==> src/ctb_pkg.sv <==
// Package: operation codes and shared types of the countdown timer bank
`timescale 1ns / 1ps
`default_nettype none
package ctb_pkg;

  // Operation codes carried in func
  localparam logic [2:0] FN_SET     = 3'd0;
  localparam logic [2:0] FN_STOP    = 3'd1;
  localparam logic [2:0] FN_GET     = 3'd2;
  localparam logic [2:0] FN_QUERY   = 3'd3;
  localparam logic [2:0] FN_EXPIRED = 3'd4;
  localparam logic [2:0] FN_IOE     = 3'd5;

  // Status of the update sweep toward the controller
  typedef struct packed {
    logic walking;   // read addresses are issued by the sweep
    logic finished;  // last write-back happens in this cycle
  } sweep_stat_t;

endpackage
`default_nettype wire

==> src/ctb_ram.sv <==
// Generic single-port-write, single-port-read RAM with registered read data
`timescale 1ns / 1ps
`default_nettype none
module ctb_ram #(
  parameter int WIDTH = 32,
  parameter int DEPTH = 16,
  parameter int AW    = (DEPTH > 1) ? $clog2(DEPTH) : 1
) (
  input  logic             clk,
  input  logic             we,
  input  logic [AW-1:0]    waddr,
  input  logic [WIDTH-1:0] wdata,
  input  logic [AW-1:0]    raddr,
  output logic [WIDTH-1:0] rdata
);

  logic [WIDTH-1:0] mem [DEPTH];

  // Write port
  always_ff @(posedge clk) begin
    if (we) begin
      mem[waddr] <= wdata;
    end
  end

  // Registered read port
  always_ff @(posedge clk) begin
    rdata <= mem[raddr];
  end

endmodule
`default_nettype wire

==> src/ctb_sweep.sv <==
// Update sweep: walks every timer entry, subtracts elapsed ticks, writes back
`timescale 1ns / 1ps
`default_nettype none
module ctb_sweep #(
  parameter int NUM_TIMERS = 16,
  parameter int TICK_BITS  = 32,
  parameter int IDX_W      = (NUM_TIMERS > 1) ? $clog2(NUM_TIMERS) : 1
) (
  input  logic                      clk,
  input  logic                      rst,
  input  logic                      go,
  input  logic [TICK_BITS-1:0]      diff,
  input  logic [NUM_TIMERS-1:0]     act,
  input  logic [TICK_BITS-1:0]      rd_data,
  output logic [IDX_W-1:0]          rd_addr,
  output logic                      wr_en,
  output logic [IDX_W-1:0]          wr_addr,
  output logic [TICK_BITS-1:0]      wr_data,
  output ctb_pkg::sweep_stat_t      stat
);
  import ctb_pkg::*;

  logic                 walking;
  logic                 pend;
  logic [IDX_W-1:0]     k;
  logic [IDX_W-1:0]     wr_k;
  logic [TICK_BITS-1:0] diff_r;

  // Walk control: one read issued per cycle, write-back in the following cycle
  always_ff @(posedge clk) begin
    if (rst) begin
      walking <= 1'b0;
      pend    <= 1'b0;
      k       <= '0;
    end else begin
      pend <= walking;
      if (go) begin
        walking <= 1'b1;
        k       <= '0;
      end else if (walking) begin
        k <= k + 1'b1;
        if (k == IDX_W'(NUM_TIMERS - 1)) begin
          walking <= 1'b0;
        end
      end
    end
  end

  // Hold the elapsed count and the entry under write-back
  always_ff @(posedge clk) begin
    if (go) begin
      diff_r <= diff;
    end
    wr_k <= k;
  end

  // Saturating subtract on active entries only
  always_comb begin
    rd_addr = k;
    wr_addr = wr_k;
    wr_en   = pend && act[wr_k];
    wr_data = (rd_data > diff_r) ? (rd_data - diff_r) : '0;
    stat.walking  = walking;
    stat.finished = pend && !walking;
  end

endmodule
`default_nettype wire

==> src/countdown_timer_bank_unit.sv <==
// Top level of the countdown timer bank: request control, flags and result
//
//   channel   signals                                   transfer when
//   request   start, func, timer_index, duration,       start && !busy
//             tick_count
//   result    done, ok, remaining                       done (one cycle)
//
// A request that needs an update and sees elapsed ticks runs the sweep state
// between the check and read states; all others go from check to read.
// The update walks the tick memory once, one entry per cycle over its single
// read port, with the write-back of each entry in the cycle after its read.
// Reset clears the active flags and the last tick seen; an inactive entry
// reads as zero, so the tick memory needs no clearing pass.
// busy is high from the cycle after accept until done; done cannot be held off.
`timescale 1ns / 1ps
`default_nettype none
module countdown_timer_bank_unit #(
  parameter int NUM_TIMERS = 16,
  parameter int TICK_BITS  = 32
) (
  input  logic        clk,
  input  logic        rst,
  input  logic        start,
  output logic        busy,
  input  logic [2:0]  func,
  input  logic [7:0]  timer_index,
  input  logic [31:0] duration,
  input  logic [31:0] tick_count,
  output logic        done,
  output logic        ok,
  output logic [31:0] remaining
);
  import ctb_pkg::*;

  localparam int IDX_W = (NUM_TIMERS > 1) ? $clog2(NUM_TIMERS) : 1;

  localparam logic [2:0] S_IDLE  = 3'd0;
  localparam logic [2:0] S_CHECK = 3'd1;
  localparam logic [2:0] S_SWEEP = 3'd2;
  localparam logic [2:0] S_READ  = 3'd3;
  localparam logic [2:0] S_DONE  = 3'd4;

  logic [2:0]            state;
  logic [2:0]            func_r;
  logic                  idx_ok;
  logic [IDX_W-1:0]      t_r;
  logic [TICK_BITS-1:0]  dur_r;
  logic [TICK_BITS-1:0]  now_r;
  logic [TICK_BITS-1:0]  seen_tick;
  logic [NUM_TIMERS-1:0] act;

  logic [TICK_BITS-1:0]  diff;
  logic                  act_t;
  logic                  need_upd;
  logic                  sweep_go;
  logic [TICK_BITS-1:0]  cur;
  logic                  ok_next;
  logic [31:0]           rem_next;
  logic                  act_set;
  logic                  act_clr;

  logic                  ram_we;
  logic [IDX_W-1:0]      ram_waddr;
  logic [TICK_BITS-1:0]  ram_wdata;
  logic [IDX_W-1:0]      ram_raddr;
  logic [TICK_BITS-1:0]  ram_rdata;

  logic                  sw_we;
  logic [IDX_W-1:0]      sw_waddr;
  logic [TICK_BITS-1:0]  sw_wdata;
  logic [IDX_W-1:0]      sw_raddr;
  sweep_stat_t           sw_stat;

  assign busy = (state != S_IDLE);

  // Decode the request against the current flags and tick memory output
  always_comb begin
    diff     = now_r - seen_tick;
    act_t    = act[t_r];
    cur      = act_t ? ram_rdata : '0;
    need_upd = 1'b0;
    ok_next  = 1'b0;
    rem_next = '0;
    act_set  = 1'b0;
    act_clr  = 1'b0;
    if (idx_ok) begin
      case (func_r)
        FN_SET: begin
          need_upd = 1'b1;
          ok_next  = 1'b1;
          act_set  = 1'b1;
        end
        FN_STOP: begin
          ok_next = 1'b1;
          act_clr = 1'b1;
        end
        FN_GET: begin
          need_upd = act_t;
          rem_next = 32'(cur);
        end
        FN_QUERY: begin
          ok_next = act_t;
        end
        FN_EXPIRED: begin
          need_upd = act_t;
          if (act_t && (ram_rdata == '0)) begin
            act_clr = 1'b1;
            ok_next = 1'b1;
          end
        end
        FN_IOE: begin
          need_upd = 1'b1;
          act_clr  = (cur == '0);
          ok_next  = (cur == '0);
        end
        default: begin
          need_upd = 1'b0;
        end
      endcase
    end
    sweep_go = (state == S_CHECK) && need_upd && (diff != '0);
  end

  // Memory port selection: sweep owns the ports while it runs
  always_comb begin
    ram_we    = sw_we || ((state == S_DONE) && act_set);
    ram_waddr = sw_we ? sw_waddr : t_r;
    ram_wdata = sw_we ? sw_wdata : dur_r;
    ram_raddr = sw_stat.walking ? sw_raddr : t_r;
  end

  // Request sequencer, flags and last tick seen
  always_ff @(posedge clk) begin
    if (rst) begin
      state     <= S_IDLE;
      done      <= 1'b0;
      act       <= '0;
      seen_tick <= '0;
    end else begin
      done <= 1'b0;
      case (state)
        S_IDLE: begin
          if (start) begin
            state <= S_CHECK;
          end
        end
        S_CHECK: begin
          if (sweep_go) begin
            seen_tick <= now_r;
            state     <= S_SWEEP;
          end else begin
            state <= S_READ;
          end
        end
        S_SWEEP: begin
          if (sw_stat.finished) begin
            state <= S_READ;
          end
        end
        S_READ: begin
          state <= S_DONE;
        end
        S_DONE: begin
          done  <= 1'b1;
          state <= S_IDLE;
          if (act_set) begin
            act[t_r] <= 1'b1;
          end else if (act_clr) begin
            act[t_r] <= 1'b0;
          end
        end
        default: begin
          state <= S_IDLE;
        end
      endcase
    end
  end

  // Capture the request and the result payload
  always_ff @(posedge clk) begin
    if ((state == S_IDLE) && start) begin
      func_r <= func;
      idx_ok <= (timer_index < 8'(NUM_TIMERS));
      t_r    <= (timer_index < 8'(NUM_TIMERS)) ? timer_index[IDX_W-1:0] : '0;
      dur_r  <= TICK_BITS'(duration);
      now_r  <= TICK_BITS'(tick_count);
    end
    if (state == S_DONE) begin
      ok        <= ok_next;
      remaining <= rem_next;
    end
  end

  ctb_sweep #(
    .NUM_TIMERS (NUM_TIMERS),
    .TICK_BITS  (TICK_BITS)
  ) u_sweep (
    .clk     (clk),
    .rst     (rst),
    .go      (sweep_go),
    .diff    (diff),
    .act     (act),
    .rd_data (ram_rdata),
    .rd_addr (sw_raddr),
    .wr_en   (sw_we),
    .wr_addr (sw_waddr),
    .wr_data (sw_wdata),
    .stat    (sw_stat)
  );

  ctb_ram #(
    .WIDTH (TICK_BITS),
    .DEPTH (NUM_TIMERS)
  ) u_ticks (
    .clk   (clk),
    .we    (ram_we),
    .waddr (ram_waddr),
    .wdata (ram_wdata),
    .raddr (ram_raddr),
    .rdata (ram_rdata)
  );

endmodule
`default_nettype wire

==> config.mk <==
export PLATFORM = sky130hd
export DESIGN_NAME = countdown_timer_bank_unit
export DESIGN_NICKNAME = d
export VERILOG_FILES = /design/src/ctb_pkg.sv /design/src/ctb_ram.sv /design/src/ctb_sweep.sv /design/src/countdown_timer_bank_unit.sv
export SDC_FILE = /design/constraint.sdc
export NUM_CORES = 1
export LEC_CHECK = 0
export BUFFER_PORTS_ARGS = -buffer_cell sky130_fd_sc_hd__buf_2
export CORE_MARGIN = 5
export CORE_UTILIZATION = 45
export CTS_CLUSTER_SIZE = 16
export DETAILED_ROUTE_END_ITERATION = 16
export GPL_ROUTABILITY_DRIVEN = 0
export PLACE_DENSITY = 0.68
export SKIP_CTS_REPAIR_TIMING = 1
export SLEW_MARGIN = 20
export SYNTH_ARGS = -nofsm -noshare
export SYNTH_HDL_FRONTEND = slang
export SYNTH_SLANG_ARGS = --single-unit
==> constraint.sdc <==
create_clock -name clk -period 7.9 [get_ports clk]
set_input_delay 0.79 -clock clk [delete_from_list [all_inputs] [get_ports clk]]
set_output_delay 0.79 -clock clk [all_outputs]
set_load 0.005 [all_outputs]
==> out/results.ini, run 1 <==
[synth]
yosysWarnings=0
ys_seq_area_share_pct=67.5
syn_inst=2035
synth_edf_count=649
synth_top_family_by_area=multiplexers
synthSimpleGateAreaFrac_pct=7.57
avgSynthCellArea_um2=15.6
asyncSetResetFlopFracSynth_pct=0
synth_mux_area_share_pct=11.2
syn-num-nets=2179
synthAdderAreaFrac_pct=2.65
synthFlopType=edfxtp_1
ys_types=71
synth_xor_xnor_area_share_pct=1.41
synth_compound_area_share_pct=7.31
ys_ff_latch=743
synth_area_mm2=0.0317

[floorplanning]
io_pins=113
die_height_um=275
die_area_mm2=0.0758
die_x_um=275
coreArea_mm2=0.0699
start_util_pct=45.3
rows=97

[global_routing]
grtUsageTotal_pct=20.2
grt_max_degree=92
grt_remaining_overflow=0
grt_pass1_wl_mm=114
antenna_found_initial=1
first_global_vias=18300

[clock_tree]
cts.path.max_buffers=3
cts-root-buf=clkbuf_16
cts_tree=yes
insertion_delay_ps=620
cts_inserted_buffers=76
cts_sinks=743
htreeDepth=3
clkTransAtPathRegs_ps=60

[sta]
fin_tns_setup_ps=0
rsz0062_at_grt=no
setup_viol=0
post-route-period-util_pct=62.7
fmax_mhz=202
hold_viol=0
worstMarginPinSlew_ps=1060
slew_headroom_pct=28.9
fin_crit_ps=4950
fin_worst_skew_ps=21.0
drv_slew=0

[worst_setup_path]
cp_data_required_time_ps=8250
r2r_setup_slack_ps=2950
critical_path_arrival_ps=5300
critical_path.startpoint_type=flop
crit_type=flop to flop
critPathCaptureType=flop
crit_fanout=19

[drt]
drc=0
viasPerCell=5.79
drt_iter0_drc=1771
vias=18300
drtPass1Iterations=6
ant_nets=0
wire_per_inst_um=24.4
totalWireLength_mm=77.3

[final_layout]
drive_above_1_share_pct=19.7
diodes=0
final_cell_area_mm2=0.0360
fillCellCount=5701
synthToLayoutAreaGrowth_pct=13.8
nets=2306

[placement]
post_dp_cell_area_mm2=0.0335
port_buffers=112
hpwl_mm=45.1

[hold_path]
hp-class=primary input to flop

[power_and_ir_drop]
swShare_pct=28.5
power.density_mw_per_mm2=293
seqPwrFrac_pct=45.5
total_leakage_power_nw=12.0
combPwrFrac_pct=20.1
p_sw_mw=3.01
pwr-share-clk_pct=34.4
vdd_drop_max_v=0.000180
cellInternalPower_mw=7.56

[outcome]
status=finished clean

[flow_run]
maxCapViolCount=0

## through the flow
stage	power, mW	setup slack [ps]	utilization (%)	std cells	hold WS, ps
global placement	6.93	3130	47.9	3023	437
floorplan	6.29	3580	-	2035	378
global route	11.0	2680	51.6	3162	320
detailed placement	6.98	3100	48.0	3024	431
finish	10.6	2950	51.6	3162	343
CTS	10.6	3050	51.6	3162	306
## power by group through the flow
stage	combinational, mW	clock (mW)	sequential [mW]
finish	2.12	3.64	4.81
global route	2.32	3.87	4.82
CTS	2.12	3.70	4.80
detailed placement	2.10	0	4.88
global placement	2.05	0	4.88
floorplan	1.54	0	4.75
## cells in the final DEF (no fill, tap or decap), types with 38 or more instances in the layout
cell type,count
nand2_1,112
mux4_2,138
a21oi_1,79
clkbuf_16,77
buf_2,112
o21ai_0,45
inv_1,98
and2_1,75
nand2b_1,69
dfxtp_1,94
mux2i_1,38
nor2_1,55
a211oi_1,40
edfxtp_1,649
ha_1,64
a31oi_1,44
## cells in the mapped netlist, types with 18 or more instances
cell type | number | area [um2]
ha_1 | 64 | 801
nor3_1 | 21 | 105
a211oi_1 | 40 | 300
a31oi_1 | 45 | 282
mux2i_1 | 42 | 420
and2_1 | 75 | 469
inv_1 | 99 | 372
edfxtp_1 | 649 | 19500
buf_1 | 18 | 67.6
mux4_2 | 138 | 3110
nand4_1 | 18 | 113
a21o_1 | 18 | 135
o21ai_0 | 45 | 225
a21oi_1 | 79 | 395
clkbuf_1 | 62 | 233
a22o_1 | 31 | 272
nand2_1 | 113 | 424
dfxtp_1 | 94 | 1880
xnor2_1 | 35 | 307
nand3_1 | 22 | 110
nand2b_1 | 69 | 432
nor2_1 | 72 | 270
## sequential cells by signal, summed over array words and instances (netlist names), 3 cells and up, named ones only
| signal | flops |
|---|---|
| u_sweep.wr_addr | 4 |
| seen_tick | 32 |
| u_ticks.rdata | 32 |
| now_r | 32 |
| t_r | 4 |
| u_ticks.mem | 512 |
| func_r | 3 |
| state | 3 |
| u_sweep.rd_addr | 4 |
| remaining | 32 |
| u_sweep.diff_r | 32 |
| dur_r | 32 |
## cell type report
cell class              instances  area (um2)  area share, %
multi-input cells            1099        9790           27.2
clock buffers                  95        2030           5.64
clock inverters                43         480           1.33
inverters                      99         372           1.03
well taps                     940        1180           3.26
flip-flops and latches        743       21400           59.3
repair buffers                143         826           2.29
## critical path: stages, from the launching register on
cell       delay [ps]
dfxtp_1           350
inv_1              50
ha_1              210
inv_1              80
fa_1              210
a21oi_1           100
o21ai_1           180
a2111oi_0         130
nor3_1            410
a211oi_1          140
nor3_1            690
a21oi_1           330
o31ai_4           780
buf_4             480
a22o_1            520
## per-layer routing
| metal | wire [um] | global-route usage, % | part of all wire, % | up-vias |
|---|---|---|---|---|
| li1 | - | - | - | 8161 |
| met1 | 31000 | 26.6 | 40 | 9306 |
| met2 | 38200 | 33.8 | 49 | 701 |
| met3 | 5520 | 3.89 | 7.1 | 148 |
| met4 | 2600 | 7.45 | 3.4 | 0 |
| met5 | 0 | 0 | 0 | - |
## cells by family (layout without fill, tap and decap cells)
family / count (synthesis) / count (layout)
xor+xnor: 51 / 51
simple gates: 456 / 456
mux: 182 / 182
compound gates: 344 / 344
fa+ha+maj: 66 / 66
buf+inv: 193 / 380
flops: 743 / 743
## worst paths after layout
kind | startpoint | end | cells after the start
worst max-delay path | u_ticks.rdata[0]$_DFF_P_ | u_ticks.mem[5][13]$_DFFE_PP_ | 14
worst max register to register | u_ticks.rdata[0]$_DFF_P_ | u_ticks.mem[5][13]$_DFFE_PP_ | 14
worst min register to register | u_sweep.rd_addr[2]$_SDFFE_PP0P_ | u_sweep.wr_addr[2]$_DFF_P_ | 0
worst min-delay path | duration[4] | dur_r[4]$_DFFE_PP_ | 1
No activity file was read; power rests on OpenSTA's default activity.
==> run 2: changes to the inputs <==
==> constraint.sdc (replaced) <==
create_clock -name clk -period 5.15 [get_ports clk]
set_input_delay 0.515 -clock clk [delete_from_list [all_inputs] [get_ports clk]]
set_output_delay 0.515 -clock clk [all_outputs]
set_load 0.005 [all_outputs]
==> run 2 against run 1 <==
- total power is 55% higher
- count of clock-buffer cells in the layout decreased by 1
- critical endpoint is now u_ticks.mem[15][16]$_DFFE_PP_
- worst setup slack worse by 2500 ps
- fmax rose by 4.3%
- sequential share of layout area decreased by 0.35 points
==> out/results.ini, run 2 (synthesized netlist as in run 1, its figures left out) <==
[final_layout]
largest_reg_flops=512
synthToLayoutAreaGrowth_pct=14.5
top_register=u_ticks.mem
instances_no_fill=3171
final_common_cell=edfxtp_1
drive_above_1_share_pct=20.0
fillCellCount=5659
multi_input_area_mm2=0.00978
diodes=0
layout_common_cells=edfxtp_1, mux4_2, nand2_1, buf_2, inv_1
nets=2311
regArea_mm2=0.0214

[floorplanning]
die_area_mm2=0.0758
rows=97
io_pins=113
coreArea_mm2=0.0699
die_height_um=275
die_x_um=275
start_util_pct=45.3

[sta]
fmax_mhz=211
slew_headroom_pct=23.7
worstMarginPinSlew_ps=1140
fin_worst_skew_ps=27.9
fin_crit_ps=4750
drv_slew=0
hold_viol=0
rsz0062_at_grt=no
post-route-period-util_pct=92.2
fin_tns_setup_ps=0
setup_viol=0

[placement]
hpwl_mm=47.8
placed_cells_incl_taps=3027
port_buffers=112

[power_and_ir_drop]
vdd_drop_max_v=0.000319
total_leakage_power_nw=12.1
power.density_mw_per_mm2=451

[drt]
drt_iter0_drc=1848
ant_nets=0
wire_per_inst_um=24.8
totalWireLength_mm=78.5
drc=0
viasPerCell=5.84
drtPass1Iterations=5
vias=18500

[global_routing]
first_global_vias=18400
antenna_found_initial=0
grt_remaining_overflow=0
grtUsageTotal_pct=20.6
grt_pass1_wl_mm=117
grt_max_degree=129

[hold_path]
holdCritStartpoint=duration[22]
hp-class=primary input to flop

[clock_tree]
clkTransAtPathRegs_ps=60
cts.path.max_buffers=3
cts_inserted_buffers=78
cts_sinks=743
cts-root-buf=clkbuf_16
insertion_delay_ps=630
cts_tree=yes
htreeDepth=3

[worst_setup_path]
crit_fanout=19
crit_type=flop to flop
critPathCaptureType=flop
reg2reg_from=u_ticks.rdata[0]$_DFF_P_
cp_data_required_time_ps=5500
startpoint=u_ticks.rdata[0]$_DFF_P_
critical_path_arrival_ps=5100
critical_path.startpoint_type=flop
r2r_setup_slack_ps=400

[flow_run]
maxCapViolCount=0

[outcome]
status=finished clean

[run 2: metal layers]
| metal | track usage, % | vias up | wire (um) |
|---|---|---|---|
| met5 | 0 | - | 0 |
| met4 | 7.30 | 0 | 2530 |
| met3 | 3.48 | 141 | 6060 |
| met2 | 34.7 | 797 | 39000 |
| met1 | 27.3 | 9404 | 31000 |
| li1 | - | 8180 | - |
[run 2: report_power, final]
group / internal, mW / switching (mW) / leakage (nW)
clock: 3.34 / 2.34 / 1.28
sequential: 7.05 / 0.308 / 6.61
combinational: 1.28 / 2.03 / 4.19
total: 11.7 / 4.68 / 12.1
[run 2: critical path: stages (launching register included)]
cell	delay, ps
dfxtp_1	360
inv_1	60
ha_1	200
inv_1	70
fa_1	210
a21oi_1	110
o21ai_1	200
a2111oi_0	170
nor3_1	430
a211oi_1	150
nor3_1	230
buf_4	170
a21oi_1	180
o31ai_4	950
buf_4	470
a22o_1	520
[run 2: final timing paths]
check                                                      to  cells past startpoint
worst max register to register  u_ticks.mem[15][16]$_DFFE_PP_                     15
worst max-delay path            u_ticks.mem[15][16]$_DFFE_PP_                     15
worst min register to register     u_sweep.wr_addr[1]$_DFF_P_                      0
worst min-delay path                      dur_r[22]$_DFFE_PP_                      1
[run 2: area by class of cell]
| type | count | area share [%] |
|---|---|---|
| Clock buffer | 94 | 5.69 |
| Clock inverter | 50 | 1.52 |
| Inverter | 99 | 1.02 |
| Multi-Input combinational cell | 1099 | 27.0 |
| Sequential cell | 743 | 58.9 |
| Tap cell | 940 | 3.24 |
| Timing Repair Buffer | 146 | 2.63 |
[run 2: stage by stage]
stage	area [um2]	hold WS (ps)	utilization, %	power, mW	setup slack [ps]
6_report	36300	62.1	51.9	16.3	404
5_1_grt	36300	46.2	51.9	17.0	151
4_1_cts	36300	28.8	51.9	16.4	578
3_5_place_dp	33600	439	48.1	10.7	609
3_3_place_gp	33600	434	48.1	10.7	706
2_1_floorplan	31700	378	-	9.65	835
==> run 3: changes to the inputs <==
--- a/config.mk
+++ b/config.mk
@@ -5,7 +5,7 @@
 export SDC_FILE = /design/constraint.sdc
 export NUM_CORES = 1
 export LEC_CHECK = 0
-export BUFFER_PORTS_ARGS = -buffer_cell sky130_fd_sc_hd__buf_2
+export BUFFER_PORTS_ARGS = -buffer_cell sky130_fd_sc_hd__buf_4
 export CORE_MARGIN = 5
 export CORE_UTILIZATION = 45
 export CTS_CLUSTER_SIZE = 16
@@ -13,6 +13,7 @@
 export GPL_ROUTABILITY_DRIVEN = 0
 export PLACE_DENSITY = 0.68
 export SKIP_CTS_REPAIR_TIMING = 1
+export SKIP_LAST_GASP = 1
 export SLEW_MARGIN = 20
 export SYNTH_ARGS = -nofsm -noshare
 export SYNTH_HDL_FRONTEND = slang
==> run 3 against run 2 <==
- die area stayed put
- worst setup slack better by 390 ps
- clock skew hardly changed
- critical endpoint is now u_ticks.mem[14][30]$_DFFE_PP_
- global-route usage is 0.075 points lower
- combinational power is 2% higher
==> out/results.ini, run 3 (synthesized netlist as in run 1, its figures left out) <==
[worst_setup_path]
crit_fanout=16
cp_data_required_time_ps=5500
crit_type=flop to flop
critical_path_arrival_ps=4710
critPathCaptureType=flop
critical_path.startpoint_type=flop
r2r_setup_slack_ps=790

[clock_tree]
cts_tree=yes
cts-root-buf=clkbuf_16
cts.path.max_buffers=3
cts_sinks=743
clkTransAtPathRegs_ps=60
htreeDepth=3
insertion_delay_ps=630
cts_inserted_buffers=77

[sta]
fin_worst_skew_ps=27.6
rsz0062_at_grt=no
setup_viol=0
hold_viol=0
post-route-period-util_pct=84.6
fin_crit_ps=4360
setup_slack_ps=791
worstMarginPinSlew_ps=1110
drv_slew=0
slew_headroom_pct=26.2
fmax_mhz=229
fin_tns_setup_ps=0

[final_layout]
layout_common_cells=edfxtp_1, buf_4, mux4_2, nand2_1, inv_1
drive_above_1_share_pct=20.4
largest_reg_flops=512
instances_no_fill=3180
nets=2321
diodes=0
multi_input_area_mm2=0.00978
fillCellCount=5615
final_common_cell=edfxtp_1
regArea_mm2=0.0214
top_register=u_ticks.mem
synthToLayoutAreaGrowth_pct=15.4

[power_and_ir_drop]
vdd_drop_max_v=0.000288
cellInternalPower_mw=11.6
pwr-share-clk_pct=34.1
total_power_mw=16.3
p_sw_mw=4.65
seqPwrFrac_pct=45.1
combPwrFrac_pct=20.8
total_leakage_power_nw=12.2
power.density_mw_per_mm2=445
swShare_pct=28.6

[global_routing]
grt_remaining_overflow=0
grt_pass1_wl_mm=116
first_global_vias=18400
antenna_found_initial=1
grtUsageTotal_pct=20.5
grt_max_degree=92

[floorplanning]
io_pins=113
start_util_pct=45.3
die_height_um=275
die_x_um=275
die_area_mm2=0.0758
coreArea_mm2=0.0699
rows=97

[drt]
totalWireLength_mm=78.7
wire_per_inst_um=24.7
drtPass1Iterations=6
drt_iter0_drc=1980
viasPerCell=5.83
vias=18500
ant_nets=0
drc=0

[placement]
hpwl_mm=48.5
pre_cts_slack_ps=274
port_buffers=112
placed_cells_incl_taps=3036

[hold_path]
hp-class=primary input to flop

[flow_run]
maxCapViolCount=0

[outcome]
status=finished clean

## run 3: changes by cell type in the layout (fill, tap and decap cells not counted)
cell and delta:
buf_16 +1, inv_16 -1, clkinv_1 -1, buf_4 +123, bufinv_16 -2, clkinv_4 -2, clkinv_16 +1, clkbuf_8 +3
inv_6 +2, clkbuf_16 -1, buf_2 -112, clkbuf_1 +1, buf_12 -1, clkinv_8 -2
## run 3: path summary, 6_finish.rpt
check | endpoint | cells past startpoint | start
hold / removal | dur_r[16]$_DFFE_PP_ | 1 | duration[16]
setup / recovery | u_ticks.mem[14][30]$_DFFE_PP_ | 14 | u_ticks.rdata[0]$_DFF_P_
setup reg to reg | u_ticks.mem[14][30]$_DFFE_PP_ | 14 | u_ticks.rdata[0]$_DFF_P_
hold reg to reg | u_sweep.wr_addr[1]$_DFF_P_ | 0 | u_sweep.rd_addr[1]$_SDFFE_PP0P_
## run 3: cell type report
type | count | area share [%]
Clock buffer | 97 | 5.70
Sequential cell | 743 | 58.4
Inverter | 99 | 1.02
Clock inverter | 45 | 1.27
Multi-Input combinational cell | 1099 | 26.7
Tap cell | 940 | 3.22
Timing Repair Buffer | 157 | 3.62
## run 3: metrics by stage
step | cell area [um2] | hold WS, ps | util [%]
finish | 36600 | 68.6 | 52.3
global route | 36600 | 32.3 | 52.3
CTS | 36600 | 24.9 | 52.3
detailed placement | 34000 | 443 | 48.6
global placement | 34000 | 436 | 48.6
floorplan | 31700 | 378 | -
## run 3: layer usage
metal | up-vias | GRT usage, % | wire (um)
met5 | - | 0 | 0
met4 | 0 | 7.07 | 2610
met3 | 140 | 4.33 | 6420
met2 | 779 | 33.5 | 38000
met1 | 9413 | 27.7 | 31600
li1 | 8207 | - | -
## run 3: power by group through the flow
stage / Combinational, mW / Clock, mW / Sequential, mW
floorplan: 2.36 / 0 / 7.29
global placement: 3.27 / 0 / 7.44
detailed placement: 3.34 / 0 / 7.45
CTS: 3.37 / 5.66 / 7.33
global route: 3.67 / 5.93 / 7.35
finish: 3.38 / 5.55 / 7.33
## run 3: worst max-delay path, stage by stage, from the launching register on
cell and delay [ps]:
dfxtp_1 340, inv_1 50, ha_1 200, inv_1 70, fa_1 200, a21oi_1 100, o21ai_1 200, a2111oi_0 150
nor3_1 400, a211oi_1 150, nor3_1 580, a21oi_1 320, o31ai_4 410, or4b_1 470, nand3_1 440
